==> config.mk <==
export PLATFORM = sky130hd
export DESIGN_NAME = cdm_cell
export DESIGN_NICKNAME = d
export VERILOG_FILES = /design/src/rtl/cdm_pkg.sv /design/src/rtl/cdm_cell.sv
export SDC_FILE = /design/constraint.sdc
export NUM_CORES = 1
export LEC_CHECK = 0
export BUFFER_PORTS_ARGS = -buffer_cell sky130_fd_sc_hd__buf_2
export CAP_MARGIN = 20
export CORE_UTILIZATION = 40
export DETAILED_ROUTE_END_ITERATION = 8
export PLACE_DENSITY = 0.63
export SYNTH_ARGS = -nofsm -noshare
export SYNTH_HDL_FRONTEND = slang
export SYNTH_SLANG_ARGS = --single-unit
==> constraint.sdc <==
create_clock -name clk -period 1.02 [get_ports clk]
set_clock_uncertainty 0.15 [all_clocks]
set_input_delay 0.051 -clock clk [delete_from_list [all_inputs] [get_ports clk]]
set_output_delay 0.051 -clock clk [all_outputs]
set_load 0.1 [all_outputs]
==> src/rtl/cdm_pkg.sv <==
// Package for the color distance mask unit.
// Holds the shared constants, configuration register indexes, and the configuration and pipeline stage structs.
// No dependencies.
package cdm_pkg;

    localparam int CELL_COUNT = 8;
    localparam int PIX_W      = 8;
    localparam int LEVEL_W    = 8;
    localparam int REM_W      = 18;
    localparam int DSH_W      = 15;
    localparam int CFG_IDX_W  = 3;
    localparam int CFG_DATA_W = 8;

    localparam logic [CFG_IDX_W-1:0] REG_FUZZ_THRESHOLD = 3'd0;
    localparam logic [CFG_IDX_W-1:0] REG_ANTIALIAS_ON   = 3'd1;
    localparam logic [CFG_IDX_W-1:0] REG_COLOR_CHANNELS = 3'd2;
    localparam logic [CFG_IDX_W-1:0] REG_ALPHA_PRESENT  = 3'd3;
    localparam logic [CFG_IDX_W-1:0] REG_REF_FIRST      = 3'd4;
    localparam logic [CFG_IDX_W-1:0] REG_REF_SECOND     = 3'd5;
    localparam logic [CFG_IDX_W-1:0] REG_REF_THIRD      = 3'd6;

    localparam logic [7:0] FUZZ_RESET     = 8'd15;
    localparam logic [1:0] CHANNELS_RESET = 2'd3;
    localparam logic [7:0] LEVEL_FULL     = 8'd255;
    localparam logic [7:0] LEVEL_NONE     = 8'd0;

    typedef struct packed {
        logic [7:0] fuzz_threshold;
        logic       antialias_on;
        logic [1:0] color_channels;
        logic       alpha_present;
        logic [7:0] ref_first;
        logic [7:0] ref_second;
        logic [7:0] ref_third;
    } cdm_cfg_t;

    typedef struct packed {
        logic               valid;
        logic               ramp;
        logic [LEVEL_W-1:0] level;
        logic [REM_W-1:0]   rem;
        logic [DSH_W-1:0]   dsh;
        logic [LEVEL_W-1:0] quot;
    } cdm_stage_t;

endpackage

==> src/rtl/cdm_cell.sv <==
// Divider cell: one restoring step of the ramp division, one quotient bit per cell.
// Depends on cdm_pkg.
module cdm_cell
    import cdm_pkg::*;
(
    input  logic       clk,
    input  logic       rst_n,
    input  logic       advance,
    input  cdm_stage_t stage_in,
    output cdm_stage_t stage_reg
);

    logic       fits;
    cdm_stage_t stage_next;

    always_comb
    begin
        fits       = stage_in.rem >= {{(REM_W-DSH_W){1'b0}}, stage_in.dsh};
        stage_next = stage_in;
        if (fits)
        begin
            stage_next.rem = stage_in.rem - {{(REM_W-DSH_W){1'b0}}, stage_in.dsh};
        end
        stage_next.quot = {stage_in.quot[LEVEL_W-2:0], fits};
        stage_next.dsh  = stage_in.dsh >> 1;
    end

    always_ff @(posedge clk or negedge rst_n)
    begin
        if (!rst_n)
        begin
            stage_reg <= '0;
        end
        else if (advance)
        begin
            stage_reg <= stage_next;
        end
    end

endmodule

==> flow_summary.json <==
{
  "min_period_over_period_pct": 220.2,
  "crit_path_max_fanout": 9,
  "end_kind": "flip-flop",
  "fillers": 394,
  "wl_per_cell_um": 17.85,
  "arrival_ps": 2280,
  "synth_nets": 365,
  "synth.most_common_cell": "dfrtp_1",
  "synth_edf_count": 0,
  "io_buffers": 102,
  "crit_path_start_kind": "input port",
  "grt_pass1_wl_mm": 16.95,
  "start_util_pct": 41.28,
  "insertedDiodeCount": 0,
  "period_minus_slack_ps": 2246,
  "fp-row-count": 31,
  "worst_slack_ps": -1226,
  "tightest_slew_ps": 492.3,
  "cap_violations": 0,
  "setup_viol": 81,
  "rr_worst_depth": 2,
  "cts_tree": "yes",
  "grt_antenna_before_repair": 0,
  "ys_top_cells_by_count": "dfrtp_1 (50), mux2_2 (31), nand2_1 (20), a21oi_1 (19), nor2_1 (19)",
  "drc": 0,
  "fin_nets": 609,
  "die_y_um": 88.28,
  "grt.total_usage_pct": 28.55,
  "syn_area_per_cell_um2": 10.09,
  "cts_buffers": 5,
  "multi_input_area_um2": 1722,
  "viasPerCell": 5.307,
  "areaGrowthSynthToFinish_pct": 106.1,
  "reg2reg_to": "stage_reg[9]",
  "grt.overflow.total": 0,
  "hold_path_class": "input port to flip-flop",
  "cts-root-buf": "clkbuf_8",
  "hold_end": "stage_reg[39]",
  "drtIter0Drc": 203,
  "placed_cells": 569,
  "io_pins": 105,
  "regArea_um2": 1385,
  "grt_start_max_net_pins": 51,
  "violations": "negative setup slack",
  "die_w_um": 88.28,
  "cts.sinks": 50,
  "min-delay-start": "stage_in[39]",
  "drt_wl_total_mm": 11.41,
  "ys_types": 61,
  "hold_viol": 0,
  "critPathKind": "input port to flip-flop",
  "htreeDepth": 2,
  "clk_latency_ps": 310,
  "rsz0062_at_grt": "true",
  "antenna_left": 0,
  "largest_reg_flops": 50,
  "core-area_um2": 7214,
  "ir_drop_mv": 1.095,
  "syn-cell-area_um2": 2978,
  "slew_headroom_pct": 66.33,
  "dpl.hpwl_mm": 6.723,
  "gp_congestion": 0.8384,
  "final_area_um2": 6137,
  "yosysSeqAreaShare_pct": 42.02,
  "vias": 3391,
  "cts_buffer_depth": 2,
  "status": "finished with violations",
  "rrSetupSlack_ps": -120,
  "postPlaceCellArea_um2": 5162,
  "grt_pass1_vias": 3513,
  "drive_above_1_share_pct": 58.15,
  "synth_top_area_share_pct": 42.02,
  "slew_viol_final": 0,
  "synthArstFlopShare_pct": 100.0,
  "cp.required_ps": 1060,
  "hold_depth": 4,
  "timing.fmax_mhz": 445.3,
  "synth_ff_type": "dfrtp_1",
  "synthCells": 295,
  "die_area_um2": 7793,
  "worst_r2r_startpoint": "stage_reg[9]",
  "dr.pass1.iters": 5,
  "yosys.area.top_type": "dfrtp_1",
  "leakage_nw": 2.790,
  "synth-seq-cells": 50,
  "p_per_area_nw_per_um2": 1509,
  "yosysWarnings": 0,
  "fin_cells": 639,
  "synthTopCellsByArea": "dfrtp_1 (42%), mux2_2 (12%), ha_1 (6.3%)",
  "path_clk_slew_ps": 100
}
-- cells by family after synthesis --
| family | count (synthesis) | synth area share [%] |
|---|---|---|
| xor+xnor | 7 | 2.059 |
| other cells | 1 | 0.1259 |
| mux | 35 | 13.07 |
| compound gates | 75 | 17.61 |
| buf+inv | 33 | 4.706 |
| fa+ha+maj | 16 | 6.975 |
| flops | 50 | 42.02 |
| simple gates | 78 | 13.45 |
-- cell type report --
| type | count | area share, % |
|---|---|---|
| Sequential cell | 50 | 22.57 |
| Inverter | 18 | 1.305 |
| Multi-Input combinational cell | 212 | 28.05 |
| Clock buffer | 6 | 1.182 |
| Tap cell | 99 | 2.018 |
| Clock inverter | 2 | 0.6320 |
| Timing Repair Buffer | 252 | 44.24 |
-- what timing repair did --
action                                 in CTS  in global routing
pin swaps                                  22                 12
endpoints found under the hold margin      97                  0
setup endpoints to repair                  70                 92
gates resized for setup                    47                 21
hold buffers                               48                  0
buffers inserted                            5                  9
-- placed cells by master, fill, tap and decap left out, drive strengths merged, types with 2 or more instances in the layout --
master / instances
o21ai: 11
dlygate4sd3: 48
o22ai: 2
ha: 15
a22oi: 2
and2: 2
nand2b: 4
and3: 3
a2111oi: 3
buf: 204
nand2: 21
mux2i: 4
nor2b: 3
nor3: 3
inv: 18
o211ai: 5
a221oi: 2
o2111ai: 2
nor2: 19
a31oi: 11
xor2: 2
o21a: 2
dfrtp: 50
and4: 3
mux2: 31
xnor2: 5
clkbuf: 6
a21oi: 22
a21o: 4
nand3: 7
nand4: 3
or3: 4
-- worst max-delay path by stage --
stage,start,to,cells after the start
floorplan,stage_in[23],stage_reg[23],11
CTS,stage_in[23],stage_reg[23],13
global placement,stage_in[23],stage_reg[34],13
global route,stage_in[23],stage_reg[27],12
finish,stage_in[23],stage_reg[27],12
detailed placement,stage_in[23],stage_reg[37],12
-- per-stage QoR --
step	hold slack [ps]	worst slack (ps)	power (mW)	utilization, %	setup TNS, ps
after detailed placement	-83.03	-1534	7.306	71.56	-30830
after floorplan	-394.6	-1230	5.248	-	-27020
final	24.54	-1226	9.263	85.07	-31610
after CTS	0.6561	-1113	9.058	82.80	-30130
after global routing	26.39	-1279	9.604	85.07	-34540
after global placement	-88.86	-1456	7.220	71.56	-29190
-- power breakdown --
| part | total (mW) | internal, mW | switching [mW] |
|---|---|---|---|
| clock | 1.43 | 0.738 | 0.688 |
| sequential | 2.59 | 2.33 | 0.256 |
| combinational | 5.25 | 2.21 | 3.04 |
| total | 9.26 | 5.28 | 3.99 |
-- routing by layer --
layer | part of all wire [%] | vias to the layer above | GRT usage [%] | wire, um
li1 | - | 1557 | - | -
met1 | 39 | 1662 | 32.80 | 4455
met2 | 53 | 138 | 52.38 | 6047
met3 | 4.4 | 34 | 4.291 | 507
met4 | 3.5 | 0 | 12.61 | 395
met5 | 0 | - | 0 | 0
-- worst max-delay path, cell delays in order --
cell	delay (ps)
buf_12	110
inv_12	40
ha_4	110
inv_2	30
fa_2	340
a21o_1	190
a221o_1	350
buf_6	150
a211oi_2	350
o21ai_4	170
mux2i_1	250
a21oi_1	120
(Power assumes the default switching activity.)
