`src/rtl/cdm_pkg.sv`:
```
// Package for the color distance mask unit.
// Holds the shared constants, configuration register indexes, and the configuration and pipeline stage structs.
// No dependencies.
package cdm_pkg;

    localparam int CELL_COUNT = 8;
    localparam int PIX_W      = 8;
    localparam int LEVEL_W    = 8;
    localparam int REM_W      = 18;
    localparam int DSH_W      = 15;
    localparam int CFG_IDX_W  = 3;
    localparam int CFG_DATA_W = 8;

    localparam logic [CFG_IDX_W-1:0] REG_FUZZ_THRESHOLD = 3'd0;
    localparam logic [CFG_IDX_W-1:0] REG_ANTIALIAS_ON   = 3'd1;
    localparam logic [CFG_IDX_W-1:0] REG_COLOR_CHANNELS = 3'd2;
    localparam logic [CFG_IDX_W-1:0] REG_ALPHA_PRESENT  = 3'd3;
    localparam logic [CFG_IDX_W-1:0] REG_REF_FIRST      = 3'd4;
    localparam logic [CFG_IDX_W-1:0] REG_REF_SECOND     = 3'd5;
    localparam logic [CFG_IDX_W-1:0] REG_REF_THIRD      = 3'd6;

    localparam logic [7:0] FUZZ_RESET     = 8'd15;
    localparam logic [1:0] CHANNELS_RESET = 2'd3;
    localparam logic [7:0] LEVEL_FULL     = 8'd255;
    localparam logic [7:0] LEVEL_NONE     = 8'd0;

    typedef struct packed {
        logic [7:0] fuzz_threshold;
        logic       antialias_on;
        logic [1:0] color_channels;
        logic       alpha_present;
        logic [7:0] ref_first;
        logic [7:0] ref_second;
        logic [7:0] ref_third;
    } cdm_cfg_t;

    typedef struct packed {
        logic               valid;
        logic               ramp;
        logic [LEVEL_W-1:0] level;
        logic [REM_W-1:0]   rem;
        logic [DSH_W-1:0]   dsh;
        logic [LEVEL_W-1:0] quot;
    } cdm_stage_t;

endpackage

```
`src/rtl/cdm_front.sv`:
```
// Front cell: channel distance, level decision and ramp numerator for one pixel.
// Depends on cdm_pkg.
module cdm_front
    import cdm_pkg::*;
(
    input  logic             clk,
    input  logic             rst_n,
    input  logic             advance,
    input  logic             take,
    input  cdm_cfg_t         cfg_q,
    input  logic [PIX_W-1:0] pix_first,
    input  logic [PIX_W-1:0] pix_second,
    input  logic [PIX_W-1:0] pix_third,
    input  logic [PIX_W-1:0] pix_alpha,
    output cdm_stage_t       stage_reg
);

    logic [7:0]       diff_first;
    logic [7:0]       diff_second;
    logic [7:0]       diff_third;
    logic [7:0]       chan_dist;
    logic [7:0]       thr;
    logic [9:0]       dist_x2;
    logic [9:0]       thr_x3;
    cdm_stage_t       stage_next;

    always_comb
    begin
        diff_first  = (cfg_q.ref_first >= pix_first) ? cfg_q.ref_first - pix_first
                                                      : pix_first - cfg_q.ref_first;
        diff_second = (cfg_q.ref_second >= pix_second) ? cfg_q.ref_second - pix_second
                                                        : pix_second - cfg_q.ref_second;
        diff_third  = (cfg_q.ref_third >= pix_third) ? cfg_q.ref_third - pix_third
                                                      : pix_third - cfg_q.ref_third;
        chan_dist = 8'd0;
        if (cfg_q.color_channels >= 2'd1 && diff_first > chan_dist)
        begin
            chan_dist = diff_first;
        end
        if (cfg_q.color_channels >= 2'd2 && diff_second > chan_dist)
        begin
            chan_dist = diff_second;
        end
        if (cfg_q.color_channels == 2'd3 && diff_third > chan_dist)
        begin
            chan_dist = diff_third;
        end

        thr     = cfg_q.fuzz_threshold;
        dist_x2 = {1'b0, chan_dist, 1'b0};
        thr_x3  = {2'b00, thr} + {1'b0, thr, 1'b0};

        stage_next       = '0;
        stage_next.valid = take;
        stage_next.rem   = {1'b0, thr, 9'd0} + {2'b00, thr, 8'd0} - {1'b0, chan_dist, 9'd0};
        stage_next.dsh   = {thr, 7'd0};
        priority if (cfg_q.alpha_present && pix_alpha == 8'd0)
        begin
            stage_next.level = LEVEL_NONE;
        end
        else if (cfg_q.antialias_on && thr != 8'd0)
        begin
            priority if (chan_dist <= thr)
            begin
                stage_next.level = LEVEL_FULL;
            end
            else if (dist_x2 >= thr_x3)
            begin
                stage_next.level = LEVEL_NONE;
            end
            else
            begin
                stage_next.ramp = 1'b1;
            end
        end
        else
        begin
            stage_next.level = (chan_dist > thr) ? LEVEL_NONE : LEVEL_FULL;
        end
    end

    always_ff @(posedge clk or negedge rst_n)
    begin
        if (!rst_n)
        begin
            stage_reg <= '0;
        end
        else if (advance)
        begin
            stage_reg <= stage_next;
        end
    end

endmodule

```
`config.mk`:
```
export PLATFORM = sky130hd
export DESIGN_NAME = cdm_front
export DESIGN_NICKNAME = d
export VERILOG_FILES = /design/src/rtl/cdm_pkg.sv /design/src/rtl/cdm_front.sv
export SDC_FILE = /design/constraint.sdc
export NUM_CORES = 1
export LEC_CHECK = 0
export ABC_AREA = 1
export BUFFER_PORTS_ARGS = -buffer_cell sky130_fd_sc_hd__clkbuf_2
export CAP_MARGIN = 10
export CORE_ASPECT_RATIO = 0.8
export CORE_MARGIN = 4
export CORE_UTILIZATION = 50
export CTS_CLUSTER_DIAMETER = 100
export DETAILED_ROUTE_END_ITERATION = 10
export PLACE_DENSITY_LB_ADDON = 0.15
export SLEW_MARGIN = 10
export SYNTH_ARGS = -nofsm -noshare
export SYNTH_HDL_FRONTEND = slang
export SYNTH_SLANG_ARGS = --single-unit
```
`constraint.sdc`:
```
create_clock -name clk -period 0.8 [get_ports clk]
set_input_delay 0.04 -clock clk [delete_from_list [all_inputs] [get_ports clk]]
set_output_delay 0.04 -clock clk [all_outputs]
set_load 0.005 [all_outputs]
```
==> Implementation_results.wiki <==
{| class="wikitable"
! Metric !! Value
|-
| Final Routed Wirelength || about 20 mm
|-
| Power after layout || 20900 uW
|-
| Pins over their slew limit || 0
|-
| Area growth from synthesis to layout || 59.4%
|-
| Highest attainable clock frequency || 0.165 GHz
|-
| Fraction of the mapped netlist area in adder cells || 0.286
|-
| Kind of capture point of the worst setup path || flop
|-
| Starting density of the core || 0.515
|-
| Sum Neg Setup Slack || -53.97 ns
|-
| CTS H-Tree Depth || 1
|-
| Die height || 100 um
|-
| Pin count of the biggest net entering global routing || 22
|-
| Yosys warning total || 0
|-
| Critical path class || input port to flop
|-
| Hold Slack || 0.142 ns
|-
| Sequential power share || 0.073
|-
| TritonCTS clock tree || built
|-
| Setup violation total in the final timing report || 27
|-
| GRT Util Overall || 0.254
|-
| EDFF count, synth || 0
|-
| Cell Count, Final, Fillers Out || 1250
|-
| Internal Dissipation || 11100 uW
|-
| First-pass GRT wire length || about 26 mm
|-
| Worst vdd rail ir drop || 0.00134 V
|-
| Share of synthesized cell area in and, or, nand and nor gates || 0.272
|-
| Footprint of the flip-flops and latches || approximately 500 um^2
|-
| Count of mapped cells out of synthesis || 790
|-
| RSZ-0062 raised after global routing || true
|-
| Max-cap check violation count || 0
|-
| Dominant combinational cell family by area after synthesis || adder cells
|-
| Mux contribution to synthesized area || 0
|-
| Worst skew pair latency || 0.26 ns
|-
| Total clock buffers created by CTS || 3
|-
| Clock transition at the registers of the reported paths || 0.06 ns
|-
| Count of pins on the block boundary || 123
|-
| Compound-gate portion of the synthesized area || 0.135
|-
| Max Root-Sink Buffers || 2
|-
| Number of flip-flops in the largest register || 20
|-
| Final HPWL DP || between 10 and 15 mm
|-
| Number of DRC violations after detailed routing || 0
|-
| Worst Hold Class || input port to flop
|-
| Number of unique standard cell types used by synthesis || 44
|-
| Average wire per cell in the routed design || 15.6 um
|-
| Critical path's largest stage delay || 0.49 ns
|-
| Fraction of power spent switching nets || 0.469
|-
| Cell area after synthesis || 5320 um^2
|-
| Antenna violations before repair || 0
|-
| Number of vias per cell after detailed routing || 5.34
|-
| Final worst-path setup slack || -5.25 ns
|-
| Fraction of layout cells with a size suffix above 1 || 0.447
|-
| Detailed-route via count || approximately 6700
|-
| Combinational Power Share || 0.860
|-
| Sum of overflow across all layers after global routing || 0
|-
| Count of buffers inserted at the top-level ports || 99
|-
| Critical path arrival || 6.19 ns
|-
| Critical Path Source Type || input port
|-
| Run status || finished, violations left
|-
| Power Dens Cells || 2460 nW/um^2
|-
| Net switching power || 9780 uW
|-
| Data required, critical path || roughly 0.94 ns
|-
| Part of the cycle the worst path needs || 7.57
|-
| Share of power burned in the clock network || 0.067
|-
| Placed Cells incl. Taps || 1200
|-
| Maximum fanout along the worst path || 5
|-
| Antenna-violating nets left || 0
|-
| Sequential-to-total area share from yosys stat || 0.0942
|-
| Detailed Route Iter0 Violations || 604
|-
| Main synth FF type || sky130_fd_sc_hd__dfrtp_1
|-
| Top cell by count, worst path || sky130_fd_sc_hd__nand2_2
|-
| Leakage Power || 0.00478 uW
|-
| Core region area || around 10000 um^2
|-
| Final cell utilization of the core || 0.821
|-
| Number of detailed-route iterations in the first pass || 5
|-
| Number of flip-flops and latches in the synthesized netlist || 20
|-
| Async S/R FF share, synth || 1.00
|-
| Nets || around 1300
|-
| Multi-input combinational cell area || 4810 um^2
|-
| Die outline area || 12400 um^2
|-
| Number of hold-slack violations in the final timing report || 0
|-
| Average cell area after synthesis || 6.73 um^2
|-
| Slowest cell on the critical path || sky130_fd_sc_hd__fa_1
|-
| Sinks on Clock Net || 20
|-
| Clk Tree Root Cell || sky130_fd_sc_hd__clkbuf_16
|-
| X dimension of the die || about 120 um
|-
| Xor/xnor cell area share of the yosys netlist || 0.0610
|-
| Crit path time final || 6.05 ns
|-
| Via count of the first global-routing pass || 6019
|-
| Violations in the final reports || setup timing
|-
| Number of diodes added for antenna fixing || 0
|-
| # fillers || 612
|-
| Site Rows || 33
|-
| Final Skew || 0 ns
|-
| Last weighted congestion value of the routability-driven placer || between 0.9 and 1
|}
-- synthesized netlist by cell type, types with 5 or more instances --
master	instances	share of area
sky130_fd_sc_hd__nand2_1	205	0.14
sky130_fd_sc_hd__inv_1	121	0.085
sky130_fd_sc_hd__ha_1	99	0.23
sky130_fd_sc_hd__a21oi_1	50	0.047
sky130_fd_sc_hd__nor2_1	41	0.029
sky130_fd_sc_hd__o21ai_0	34	0.032
sky130_fd_sc_hd__buf_4	33	0.047
sky130_fd_sc_hd__xor2_1	25	0.041
sky130_fd_sc_hd__nand3_1	22	0.021
sky130_fd_sc_hd__dfrtp_1	20	0.094
sky130_fd_sc_hd__nand2_2	17	0.020
sky130_fd_sc_hd__fa_1	14	0.053
sky130_fd_sc_hd__nand4_1	12	0.014
sky130_fd_sc_hd__xnor2_1	12	0.020
sky130_fd_sc_hd__nand3_2	11	0.021
sky130_fd_sc_hd__o21ai_1	10	0.0094
sky130_fd_sc_hd__o21a_1	7	0.0099
sky130_fd_sc_hd__inv_2	6	0.0042
sky130_fd_sc_hd__buf_2	5	0.0047
-- area by class of cell --
cell class	instances	share of cell area
repair buffers	336	0.278
well taps	140	0.0207
clock buffers	3	0.00886
clock inverters	1	0.00355
multi-input cells	620	0.568
flip-flops and latches	20	0.0592
inverters	130	0.0617
-- critical path: cells and delay by family --
family          cells  cell delay (ns)
fa+ha+maj           6             1.86
xor+xnor            1             0.17
buf+inv             6             0.57
simple gates       31             2.87
compound gates      5             0.65
-- metal layers --
metal	vias to the layer above	part of all wire	wire length [um]	track usage
met4	0	0.054	1040	0.0604
met3	129	0.086	1660	0.0287
met5	-	0	0	0
met1	3043	0.39	7540	0.321
met2	396	0.47	9200	0.462
li1	3105	-	-	-
-- layout by cell type, fill, tap and decap left out, drive strengths merged, types with 3 or more instances in the layout --
cell	count
dfrtp	20
nor2	44
fa	14
o221ai	4
conb	23
nand2	225
nand3	34
and2	3
o21a	7
a21o	4
nand4	12
o21bai	4
a21oi	52
o21ai	46
or2	4
buf	237
ha	99
clkinv	3
clkbuf	100
xnor2	12
inv	127
xor2	25
-- path summary, 6_finish.rpt --
| path | startpoint | endpoint | slack, ns | cells past startpoint |
|---|---|---|---|---|
| worst min-delay path | advance | stage_reg[50] | 0.14 | 4 |
| worst min register to register | stage_reg[50] | stage_reg[50] | 0.48 | 2 |
| min in group asynchronous | rst_n | stage_reg[19] | 0.29 | 2 |
| worst max register to register | stage_reg[16] | stage_reg[16] | -0.03 | 3 |
| worst max-delay path | cfg_q[16] | stage_reg[39] | -5.25 | 49 |
| max in group asynchronous | rst_n | stage_reg[47] | 0.14 | 2 |
-- through the flow --
stage	area (um^2)	worst slack (ns)
global placement	7300	-4.96
detailed placement	7300	-5.29
global route	8470	-5.51
floorplan	5500	-4.63
CTS	7920	-4.66
finish	8470	-5.25
-- logic make-up (layout without fill, tap and decap cells) --
kind of cell,Yosys count,count (layout)
and+or+nand+nor,322,324
buffers and inverters,174,470
AOI/OAI and AO/OA,123,123
adders and majority gates,113,113
xor gates and xnor gates,37,37
DFF,20,20
other,1,23
-- what timing repair did --
item                                    CTS  global route
hold buffers                              2             0
resized for setup                        62            86
endpoints found under the hold margin    21             0
pin swaps                                65            54
cloned                                    2             0
endpoints found under the setup margin   21            36
buffers inserted                         25            22
-- power groups by stage --
stage / registers (uW) / clock network (uW) / logic (uW)
2_1_floorplan: 1570 / 0 / 7630
3_3_place_gp: 1530 / 0 / 12000
3_5_place_dp: 1550 / 0 / 12500
4_1_cts: 1510 / 1390 / 14500
5_1_grt: 1560 / 1470 / 19300
6_report: 1520 / 1390 / 18000
Note: power is estimated with default switching activity, not from simulation.
